## src/svs_pkg.sv

```systemverilog
// Shared constants and types for the smoothed velocity speed block.
`default_nettype none

package svs_pkg;

	localparam int MAX_WINDOW  = 8;
	localparam int SAMPLE_BITS = 16;
	localparam int NUM_AXES    = 3;
	localparam int CFG_W       = 4;
	localparam int LEN_RESET   = 5;

	localparam int SUM_W  = SAMPLE_BITS + $clog2(MAX_WINDOW);
	localparam int CNT_W  = $clog2(MAX_WINDOW + 1);
	localparam int SLOT_W = (MAX_WINDOW > 1) ? $clog2(MAX_WINDOW) : 1;

	// divider: two quotient bits per cycle over a zero-padded dividend
	localparam int QUO_W   = SAMPLE_BITS;
	localparam int DIV_CYC = (SUM_W + 1) / 2;
	localparam int DIV_W   = 2 * DIV_CYC;

	// square root: two root bits per cycle
	localparam int SQ_W     = 2 * SAMPLE_BITS + 2;
	localparam int ROOT_CYC = (SQ_W / 2 + 1) / 2;
	localparam int RAD_W    = 4 * ROOT_CYC;
	localparam int RT_W     = 2 * ROOT_CYC;

	// km/h scale: x*18, then /5 as multiply by ceil(2^26/5), exact below 2^26
	localparam int X18_W    = RT_W + 5;
	localparam int RECIP_W  = 24;
	localparam int RECIP_SH = 26;
	localparam logic [RECIP_W-1:0] RECIP5 = 24'd13421773;

	localparam int KMH_W = 18;
	localparam int OUT_MAX = (2 ** KMH_W) - 1;

	localparam int MAX_CYC = (DIV_CYC > ROOT_CYC) ? DIV_CYC : ROOT_CYC;
	localparam int STEP_W  = $clog2(MAX_CYC + 1);

	localparam int IN_W        = NUM_AXES * SAMPLE_BITS;
	localparam int IN_TDATA_W  = ((IN_W + 7) / 8) * 8;
	localparam int OUT_TDATA_W = ((KMH_W + 7) / 8) * 8;

	localparam int QDEPTH = 2;
	localparam int QPTR_W = 1;
	localparam int QCNT_W = 2;

	typedef logic signed [SAMPLE_BITS-1:0] sample_t;
	typedef logic signed [SUM_W-1:0] sum_t;

	// one queued job: per-axis |sum| and the count it is averaged over
	typedef struct packed {
		logic [NUM_AXES-1:0][SUM_W-1:0] abs_sum;
		logic [CNT_W-1:0]               cnt;
	} svs_item_t;

endpackage

`default_nettype wire

```

## src/svs_front.sv

```systemverilog
// Front end: sample windows, running sums, fill count and window length register.
`default_nettype none

module svs_front
	import svs_pkg::*;
(
	input  wire logic             clk,
	input  wire logic             arst_n,
	input  wire logic             s_tvalid,
	output logic                  s_tready,
	input  wire logic [IN_W-1:0]  s_tdata,     // vel_x, vel_y, vel_z
	input  wire logic             cfg_valid,
	output logic                  cfg_ready,
	input  wire logic [CFG_W-1:0] cfg_data,
	output logic                  q_valid,
	input  wire logic             q_ready,
	output svs_item_t             q_item
);

	sample_t          win_q [NUM_AXES][MAX_WINDOW];
	sum_t             sum_q [NUM_AXES];
	logic [CNT_W-1:0] fill_q;
	logic [CNT_W-1:0] len_q;
	logic [SLOT_W-1:0] slot_q;

	sample_t          vel   [NUM_AXES];
	sample_t          old_s [NUM_AXES];
	logic signed [SUM_W:0] nsum [NUM_AXES];
	sum_t             sum_d [NUM_AXES];
	logic             full;
	logic             accept;
	logic             cfg_wr;
	logic [CNT_W-1:0] len_d;
	logic [SLOT_W-1:0] slot_d;

	assign cfg_ready = 1'b1;
	assign cfg_wr    = cfg_valid && cfg_ready;
	// config wins over a sample in the same cycle
	assign s_tready  = q_ready && !cfg_valid;
	assign accept    = s_tvalid && s_tready;
	assign q_valid   = accept;
	assign full      = (fill_q >= len_q);

	always_comb begin
		for (int a = 0; a < NUM_AXES; a++) begin
			vel[a]   = s_tdata[a*SAMPLE_BITS +: SAMPLE_BITS];
			old_s[a] = full ? win_q[a][slot_q] : '0;
			nsum[a]  = (SUM_W+1)'(sum_q[a]) - (SUM_W+1)'(old_s[a]) + (SUM_W+1)'(vel[a]);
			sum_d[a] = nsum[a][SUM_W-1:0];
			q_item.abs_sum[a] = sum_d[a][SUM_W-1] ? (~sum_d[a] + 1'b1) : sum_d[a];
		end
		q_item.cnt = full ? fill_q : fill_q + 1'b1;
	end

	always_comb begin
		if (int'(slot_q) + 1 == int'(len_q)) begin
			slot_d = '0;
		end else begin
			slot_d = slot_q + 1'b1;
		end
	end

	// zero means one sample, anything above the store depth saturates
	always_comb begin
		if (cfg_data == '0) begin
			len_d = CNT_W'(1);
		end else if (int'(cfg_data) > MAX_WINDOW) begin
			len_d = CNT_W'(MAX_WINDOW);
		end else begin
			len_d = CNT_W'(cfg_data);
		end
	end

	always_ff @(posedge clk or negedge arst_n) begin
		if (!arst_n) begin
			len_q  <= CNT_W'(LEN_RESET);
			fill_q <= '0;
			slot_q <= '0;
			for (int a = 0; a < NUM_AXES; a++) begin
				sum_q[a] <= '0;
			end
		end else if (cfg_wr) begin
			len_q  <= len_d;
			fill_q <= '0;
			slot_q <= '0;
			for (int a = 0; a < NUM_AXES; a++) begin
				sum_q[a] <= '0;
			end
		end else if (accept) begin
			fill_q <= q_item.cnt;
			slot_q <= slot_d;
			for (int a = 0; a < NUM_AXES; a++) begin
				sum_q[a] <= sum_d[a];
			end
		end
	end

	// window slots are only read once written since the last clear
	always_ff @(posedge clk) begin
		if (accept) begin
			for (int a = 0; a < NUM_AXES; a++) begin
				win_q[a][slot_q] <= vel[a];
			end
		end
	end

	a_fill_le_len: assert property (@(posedge clk) disable iff (!arst_n)
		fill_q <= len_q)
		else $error("fill count exceeds window length");

	a_slot_lt_len: assert property (@(posedge clk) disable iff (!arst_n)
		CNT_W'(slot_q) < len_q)
		else $error("write slot outside window");

	a_cfg_clears: assert property (@(posedge clk) disable iff (!arst_n)
		cfg_wr |=> (fill_q == '0) && (slot_q == '0))
		else $error("config write did not clear the store");

endmodule

`default_nettype wire

```

## src/svs_queue.sv

```systemverilog
// Two-entry job queue between front and back end.
`default_nettype none

module svs_queue
	import svs_pkg::*;
(
	input  wire logic      clk,
	input  wire logic      arst_n,
	input  wire logic      in_valid,
	output logic           in_ready,
	input  wire svs_item_t in_item,
	output logic           out_valid,
	input  wire logic      out_ready,
	output svs_item_t      out_item
);

	svs_item_t         mem_q [QDEPTH];
	logic [QPTR_W-1:0] wr_ptr_q;
	logic [QPTR_W-1:0] rd_ptr_q;
	logic [QCNT_W-1:0] count_q;
	logic              push;
	logic              pop;

	assign in_ready  = (count_q != QCNT_W'(QDEPTH));
	assign out_valid = (count_q != '0);
	assign out_item  = mem_q[rd_ptr_q];
	assign push      = in_valid && in_ready;
	assign pop       = out_valid && out_ready;

	always_ff @(posedge clk or negedge arst_n) begin
		if (!arst_n) begin
			wr_ptr_q <= '0;
			rd_ptr_q <= '0;
			count_q  <= '0;
		end else begin
			if (push) begin
				wr_ptr_q <= wr_ptr_q + 1'b1;
			end
			if (pop) begin
				rd_ptr_q <= rd_ptr_q + 1'b1;
			end
			if (push && !pop) begin
				count_q <= count_q + 1'b1;
			end else if (pop && !push) begin
				count_q <= count_q - 1'b1;
			end
		end
	end

	always_ff @(posedge clk) begin
		if (push) begin
			mem_q[wr_ptr_q] <= in_item;
		end
	end

	a_count_bound: assert property (@(posedge clk) disable iff (!arst_n)
		count_q <= QCNT_W'(QDEPTH))
		else $error("queue count overflow");

	a_push_grows: assert property (@(posedge clk) disable iff (!arst_n)
		(push && !pop) |=> count_q == $past(count_q) + 1'b1)
		else $error("queue lost an entry");

endmodule

`default_nettype wire

```

## src/svs_back.sv

```systemverilog
// Back end: per-axis divide, sum of squares, integer square root, km/h scaling.
`default_nettype none

module svs_back
	import svs_pkg::*;
(
	input  wire logic             clk,
	input  wire logic             arst_n,
	input  wire logic             q_valid,
	output logic                  q_ready,
	input  wire svs_item_t        q_item,
	output logic                  m_tvalid,
	input  wire logic             m_tready,
	output logic [KMH_W-1:0]      m_tdata     // speed_kmh
);

	typedef enum logic [5:0] {
		ST_IDLE  = 6'b000001,
		ST_DIV   = 6'b000010,
		ST_SQR   = 6'b000100,
		ST_ROOT  = 6'b001000,
		ST_SCALE = 6'b010000,
		ST_DONE  = 6'b100000
	} back_state_t;

	localparam int SCL_W = X18_W + RECIP_W;
	localparam int KF_W  = SCL_W - RECIP_SH;

	back_state_t          state_q;
	logic [STEP_W-1:0]    step_q;
	logic [CNT_W-1:0]     cnt_q;
	logic [DIV_W-1:0]     dvd_q  [NUM_AXES];
	logic [CNT_W-1:0]     drem_q [NUM_AXES];
	logic [2*QUO_W-1:0]   prod_q;
	logic [SQ_W-1:0]      acc_q;
	logic [RAD_W-1:0]     rad_q;
	logic [RT_W-1:0]      root_q;
	logic [RT_W+1:0]      rrem_q;
	logic [SCL_W-1:0]     scl_q;
	logic                 out_valid_q;
	logic [KMH_W-1:0]     out_data_q;

	logic [DIV_W-1:0]     dvd_d  [NUM_AXES];
	logic [CNT_W-1:0]     drem_d [NUM_AXES];
	logic [CNT_W:0]       b1     [NUM_AXES];
	logic [CNT_W:0]       b2     [NUM_AXES];
	logic [QUO_W-1:0]     sq_sel;
	logic [2*RT_W+1:0]    r1;
	logic [2*RT_W+1:0]    r2;
	logic [X18_W-1:0]     x18;
	logic [KF_W-1:0]      kmh_full;
	logic [KMH_W-1:0]     kmh_sat;
	logic                 out_load;
	logic                 last_div;
	logic                 last_root;

	// one restoring division step: returns {quotient bit, remainder}
	function automatic logic [CNT_W:0] div_bit(input logic [CNT_W-1:0] r, input logic b,
		input logic [CNT_W-1:0] c);
		logic [CNT_W:0] t;
		logic [CNT_W:0] t_sub;
		t     = {r, b};
		t_sub = t - {1'b0, c};
		if (t >= {1'b0, c}) begin
			return {1'b1, t_sub[CNT_W-1:0]};
		end
		return {1'b0, t[CNT_W-1:0]};
	endfunction

	// one digit-by-digit square root step: returns {root, remainder}
	function automatic logic [2*RT_W+1:0] root_bit(input logic [RT_W+1:0] rem,
		input logic [RT_W-1:0] root, input logic [1:0] pair);
		logic [RT_W+3:0] t;
		logic [RT_W+3:0] trial;
		t     = {rem, pair};
		trial = {2'b00, root, 2'b01};
		if (t >= trial) begin
			t = t - trial;
			return {root[RT_W-2:0], 1'b1, t[RT_W+1:0]};
		end
		return {root[RT_W-2:0], 1'b0, t[RT_W+1:0]};
	endfunction

	always_comb begin
		for (int a = 0; a < NUM_AXES; a++) begin
			b1[a]     = div_bit(drem_q[a], dvd_q[a][DIV_W-1], cnt_q);
			b2[a]     = div_bit(b1[a][CNT_W-1:0], dvd_q[a][DIV_W-2], cnt_q);
			drem_d[a] = b2[a][CNT_W-1:0];
			dvd_d[a]  = {dvd_q[a][DIV_W-3:0], b1[a][CNT_W], b2[a][CNT_W]};
		end
	end

	always_comb begin
		case (step_q)
			STEP_W'(0): sq_sel = dvd_q[0][QUO_W-1:0];
			STEP_W'(1): sq_sel = dvd_q[1][QUO_W-1:0];
			default:    sq_sel = dvd_q[2][QUO_W-1:0];
		endcase
	end

	assign r1 = root_bit(rrem_q, root_q, rad_q[RAD_W-1 -: 2]);
	assign r2 = root_bit(r1[RT_W+1:0], r1[2*RT_W+1:RT_W+2], rad_q[RAD_W-3 -: 2]);

	assign x18      = X18_W'({root_q, 4'b0000}) + X18_W'({root_q, 1'b0});
	assign kmh_full = scl_q[SCL_W-1:RECIP_SH];
	assign kmh_sat  = (kmh_full > KF_W'(OUT_MAX)) ? KMH_W'(OUT_MAX) : kmh_full[KMH_W-1:0];

	assign last_div  = (step_q == STEP_W'(DIV_CYC - 1));
	assign last_root = (step_q == STEP_W'(ROOT_CYC - 1));
	assign out_load  = (state_q == ST_DONE) && (!out_valid_q || m_tready);
	assign q_ready   = (state_q == ST_IDLE);
	assign m_tvalid  = out_valid_q;
	assign m_tdata   = out_data_q;

	always_ff @(posedge clk or negedge arst_n) begin
		if (!arst_n) begin
			state_q     <= ST_IDLE;
			step_q      <= '0;
			out_valid_q <= 1'b0;
		end else begin
			if (out_load) begin
				out_valid_q <= 1'b1;
			end else if (m_tready) begin
				out_valid_q <= 1'b0;
			end
			case (state_q)
				ST_IDLE: begin
					step_q <= '0;
					if (q_valid) begin
						state_q <= ST_DIV;
					end
				end
				ST_DIV: begin
					if (last_div) begin
						step_q  <= '0;
						state_q <= ST_SQR;
					end else begin
						step_q <= step_q + 1'b1;
					end
				end
				ST_SQR: begin
					if (step_q == STEP_W'(3)) begin
						step_q  <= '0;
						state_q <= ST_ROOT;
					end else begin
						step_q <= step_q + 1'b1;
					end
				end
				ST_ROOT: begin
					if (last_root) begin
						step_q  <= '0;
						state_q <= ST_SCALE;
					end else begin
						step_q <= step_q + 1'b1;
					end
				end
				ST_SCALE: state_q <= ST_DONE;
				ST_DONE: begin
					if (out_load) begin
						state_q <= ST_IDLE;
					end
				end
				default: state_q <= ST_IDLE;
			endcase
		end
	end

	always_ff @(posedge clk) begin
		case (state_q)
			ST_IDLE: begin
				cnt_q <= q_item.cnt;
				acc_q <= '0;
				for (int a = 0; a < NUM_AXES; a++) begin
					dvd_q[a]  <= DIV_W'(q_item.abs_sum[a]);
					drem_q[a] <= '0;
				end
			end
			ST_DIV: begin
				for (int a = 0; a < NUM_AXES; a++) begin
					dvd_q[a]  <= dvd_d[a];
					drem_q[a] <= drem_d[a];
				end
			end
			ST_SQR: begin
				// multiply in steps 0..2, accumulate the registered product in the step after
				prod_q <= sq_sel * sq_sel;
				if (step_q != '0) begin
					acc_q <= acc_q + SQ_W'(prod_q);
				end
				if (step_q == STEP_W'(3)) begin
					rad_q  <= RAD_W'(acc_q + SQ_W'(prod_q));
					root_q <= '0;
					rrem_q <= '0;
				end
			end
			ST_ROOT: begin
				root_q <= r2[2*RT_W+1:RT_W+2];
				rrem_q <= r2[RT_W+1:0];
				rad_q  <= {rad_q[RAD_W-5:0], 4'b0000};
			end
			ST_SCALE: scl_q <= SCL_W'(x18) * SCL_W'(RECIP5);
			ST_DONE: begin
				if (out_load) begin
					out_data_q <= kmh_sat;
				end
			end
			default: begin
			end
		endcase
	end

endmodule

`default_nettype wire

```

## src/smoothed_velocity_speed.sv

```systemverilog
// Top level of the smoothed velocity speed block.
`default_nettype none

// Moving-average speed magnitude. Each input transfer carries one velocity
// sample per axis (signed Q7.8 m/s); each produces exactly one output transfer
// with the speed in unsigned Q10.8 km/h, saturated at the 18-bit maximum.
// Each axis is averaged over the last window_len samples (1..8; 0 acts as 1,
// larger values as 8), or over fewer while the window is still filling, with
// truncation toward zero; the magnitude is the floor square root of the sum of
// squared averages, times 3.6 floored. A config write clears the sample store
// and must only happen while the block is idle. The front end hands each
// accepted sample to a two-entry queue as a job in the same cycle; the back
// end runs each job through load, divide (two quotient bits per cycle for all
// three axes), the shared squaring multiplier, square root (two bits per
// cycle), scale and output load, and takes the next job only once the last
// result is in the output register. The output register lets the next job run
// while a result waits for m_tready.
module smoothed_velocity_speed
	import svs_pkg::*;
(
	input  wire logic                   clk,
	input  wire logic                   arst_n,
	input  wire logic                   s_tvalid,
	output logic                        s_tready,
	input  wire logic [IN_TDATA_W-1:0]  s_tdata,   // vel_x [15:0], vel_y [31:16], vel_z [47:32]
	output logic                        m_tvalid,
	input  wire logic                   m_tready,
	output logic [OUT_TDATA_W-1:0]      m_tdata,   // speed_kmh [17:0], zero fill above
	input  wire logic                   cfg_valid,
	output logic                        cfg_ready,
	input  wire logic [CFG_W-1:0]       cfg_data   // window_len
);

	svs_item_t        fq_item;
	logic             fq_valid;
	logic             fq_ready;
	svs_item_t        bq_item;
	logic             bq_valid;
	logic             bq_ready;
	logic [KMH_W-1:0] speed_kmh;

	// front: windows, running sums, window length
	svs_front u_front (
		.clk       (clk),
		.arst_n    (arst_n),
		.s_tvalid  (s_tvalid),
		.s_tready  (s_tready),
		.s_tdata   (s_tdata[IN_W-1:0]),
		.cfg_valid (cfg_valid),
		.cfg_ready (cfg_ready),
		.cfg_data  (cfg_data),
		.q_valid   (fq_valid),
		.q_ready   (fq_ready),
		.q_item    (fq_item)
	);

	// decouples the front end from the back end, which works through each job step by step
	svs_queue u_queue (
		.clk       (clk),
		.arst_n    (arst_n),
		.in_valid  (fq_valid),
		.in_ready  (fq_ready),
		.in_item   (fq_item),
		.out_valid (bq_valid),
		.out_ready (bq_ready),
		.out_item  (bq_item)
	);

	// back: divide, square, root, scale, output register
	svs_back u_back (
		.clk      (clk),
		.arst_n   (arst_n),
		.q_valid  (bq_valid),
		.q_ready  (bq_ready),
		.q_item   (bq_item),
		.m_tvalid (m_tvalid),
		.m_tready (m_tready),
		.m_tdata  (speed_kmh)
	);

	assign m_tdata = OUT_TDATA_W'(speed_kmh);

endmodule

`default_nettype wire

```

## config.mk

```make
export PLATFORM = sky130hd
export DESIGN_NAME = smoothed_velocity_speed
export DESIGN_NICKNAME = d
export VERILOG_FILES = /design/src/svs_pkg.sv /design/src/svs_front.sv /design/src/svs_queue.sv /design/src/svs_back.sv /design/src/smoothed_velocity_speed.sv
export SDC_FILE = /design/constraint.sdc
export NUM_CORES = 2
export LEC_CHECK = 0
export CORE_MARGIN = 3
export CORE_UTILIZATION = 60
export CTS_CLUSTER_SIZE = 25
export DETAILED_ROUTE_END_ITERATION = 8
export DONT_BUFFER_PORTS = 1
export PLACE_DENSITY = 0.76
export SLEW_MARGIN = 20
export SYNTH_ARGS = -nofsm -noshare
export SYNTH_HDL_FRONTEND = slang
export SYNTH_SLANG_ARGS = --single-unit
```

## constraint.sdc

```tcl
create_clock -name clk -period 12.31 [get_ports clk]
set_input_delay 0.6155 -clock clk [delete_from_list [all_inputs] [get_ports clk]]
set_output_delay 0.6155 -clock clk [all_outputs]
set_load 0.01 [all_outputs]
```

==> metrics <==
die area 0.0961 mm2; fillcell total ~6.7k; area occupied by multi-input gates 0.0273 mm2; die width 310 um; grt ovf 0; Clock Pin Slew Worst Setup and Hold Paths 0.07 ns; antenna violations before repair 4; First-pass DRT Iterations 6; Synth cell types a little under 80; TNS Setup 0 ns; Critical Path End Type register; clk buf depth 3; htree depth 3; DP Area 0.0569 mm2; EDFF count, synth 760; cell depth of the worst flop-to-flop path 34; status finished clean; Req. time, crit path about 13 ns; vias in the first global route 38.0k; WHS 0.0433 ns; synth warn 0; top routing layer used met5; Fmax achieved about 100 MHz; Final WS setup 2.49 ns; FF-to-FF setup slack about 2.5 ns; Met1 Wirelength 51.5 mm; Final Cell Area 0.0604 mm2; root buffer cell clkbuf_16; Synth async-reset ratio 9.85%; area leader, netlist edfxtp_1; Post-Route WL between 100 and 150 mm; crit path from u_back.root_q[0]; most common library cells after synthesis edfxtp_1 (760), inv_1 (757), ha_1 (476), nor2_1 (437), fa_1 (358); DR iter-0 viols just under 3k; Tightest Hold Check Type primary input to register; CP endpoint u_back.scl_q[46]; CP max stage cell fa_1; via/cell ratio 5.90; GR Util All Layers 26.5%; largest net degree at the start of global routing 84; layout cell share with drive strength beyond 1 5.31%; startpoint types register; Std-Cell Core Area approximately 0.09 mm2; most common flop cell mapped by yosys edfxtp_1; kind of critical path register to register; CP peak stage delay 0.64 ns; antenna-violating nets left 0; met3 routed WL 7.76 mm; synth-to-layout area growth 8.83%; Slew @ Worst Pin ~1.1 ns; TritonCTS clock tree done; routed len/inst 20.0 um; synthesized area per cell between 10 and 15 um2; crit path max fanout 5; # setup viols final 0; Vias 36.7k; Seq/Total Area, Yosys 44.9%; clk_skew a little under 0.07 ns; count leader, synth edfxtp_1; FF+latch count, synth 843; Final Slew Violations 0; CP dominant cell by count fa_1; DRC 0; met2 wire len approximately 61 mm; Reg2Reg Launch Point u_back.root_q[0]; storage element area roughly 0.025 mm2; min cycle time layout 9.82 ns; initial core utilization 61.1%; DP HPWL roughly 88 mm; top cells by area, synth edfxtp_1 (41%), fa_1 (13%), ha_1 (11%), inv_1 (5.1%), dfrtp_1 (3.6%); cell row count 110; crit path DAT 10.27 ns; area of the mapped netlist around 0.055 mm2; Max-Cap Viols 0; Die H around 310 um; CTS Buf Count 87; number of buffers added on ports 0; final hold violation count 0; Slew headroom roughly 28%; Critical R2R Capture u_back.scl_q[46]; period utilisation layout 79.8%; Worst-Skew Late Latency about 0.71 ns; Sink Count 843; unrepaired setup endpoints after global routing false; dpl ws 2.55 ns; Post-Syn Instances 4924; Ports 84; RePlAce Congestion between 0.9 and 1; wire length of the first global-routing pass 201 mm; Nets 5869; top-area cell type share of the netlist area 41.1%
## final cells by class
type	count	area share, %
Sequential cell	843	41.3
Multi-Input combinational cell	3175	45.2
Tap cell	1176	2.44
Antenna cell	1	0.00415
Clock inverter	51	0.902
Inverter	761	4.73
Clock buffer	108	3.82
Timing Repair Buffer	110	1.63
## kinds of logic after synthesis
| family | after synthesis | synth area share (%) |
|---|---|---|
| other | 2 | 0.0135 |
| DFF | 843 | 44.9 |
| muxes | 80 | 1.48 |
| xor gates and xnor gates | 268 | 4.23 |
| adders and majority gates | 834 | 23.7 |
| AOI/OAI and AO/OA | 916 | 10.4 |
| buffers and inverters | 911 | 6.24 |
| and+or+nand+nor | 1070 | 9.05 |
## how the worst min path moves through the flow
stage                start                   end  slack (ns)  depth (start not counted)
6_report       s_tdata[10]  u_front.win_q[0][26]        0.04                          0
5_1_grt          cfg_valid     u_front.sum_q[52]        0.02                          1
4_1_cts          cfg_valid     u_front.sum_q[23]      0.0003                          1
3_5_place_dp        arst_n     u_front.sum_q[52]        0.33                          0
3_3_place_gp        arst_n     u_front.sum_q[52]        0.33                          0
2_1_floorplan       arst_n       u_back.m_tvalid        0.32                          0
## placed cells by master (no fill, tap or decap), types with 21 or more instances in the layout
master,synthesis,final
and2_1,32,32
or4_1,50,50
a21oi_1,208,207
edfxtp_1,760,760
nand2_1,239,237
xnor2_1,187,187
nand3_1,47,46
and3_1,22,21
o21ai_0,183,181
fa_1,358,358
buf_4,8,53
a21o_1,81,81
o31ai_1,50,50
clkbuf_16,0,87
ha_1,476,476
dfrtp_1,80,79
a31oi_1,26,26
inv_1,757,756
nor2_1,437,427
nor3_1,47,46
a211oi_1,23,22
xor2_1,81,81
or3_1,29,28
mux2i_1,62,62
nor2b_1,24,23
o22ai_1,187,187
o21a_1,28,28
dlygate4sd3_1,0,56
nand2b_1,53,53
## sequential cells by signal, indices dropped and copies added, names as in the netlist, 20 cells and up
register / count
u_back.scl_q: 21
u_back.rad_q: 36
u_front.win_q: 384
u_front.sum_q: 57
u_back.acc_q: 34
u_back.dvd_q: 60
u_back.rrem_q: 20
u_queue.mem_q: 122
u_back.prod_q: 31
## worst max-delay path: cells and delay by family (launching register included)
kind / cells / cell delay (ns)
and+or+nand+nor: 3 / 0.68
DFF: 1 / 0.47
adders and majority gates: 10 / 4.66
xor gates and xnor gates: 1 / 0.13
buffers and inverters: 5 / 0.30
AOI/OAI and AO/OA: 15 / 3.33
## metrics by stage
step / utilization, % / std cells
final: 66.5 / 6225
after global routing: 66.5 / 6225
after CTS: 66.4 / 6224
after detailed placement: 62.7 / 6008
after global placement: 62.6 / 6008
after floorplan: - / 4929
## routing by layer
| metal | track usage, % | vias up |
|---|---|---|
| met1 | 35.1 | 18100 |
| li1 | - | 17200 |
| met3 | 3.75 | 249 |
| met2 | 45.0 | 1176 |
| met4 | 9.54 | 2 |
| met5 | 0 | - |
## timing repair
| item | in CTS | in global routing |
|---|---|---|
| resized for setup | 0 | 0 |
| hold buffers | 57 | 0 |
| endpoints found under the hold margin | 454 | 0 |
| setup buffers | 0 | 0 |
Power is not shown: default switching activity piles up to over one toggle a cycle in this logic, so the estimate is an artifact.
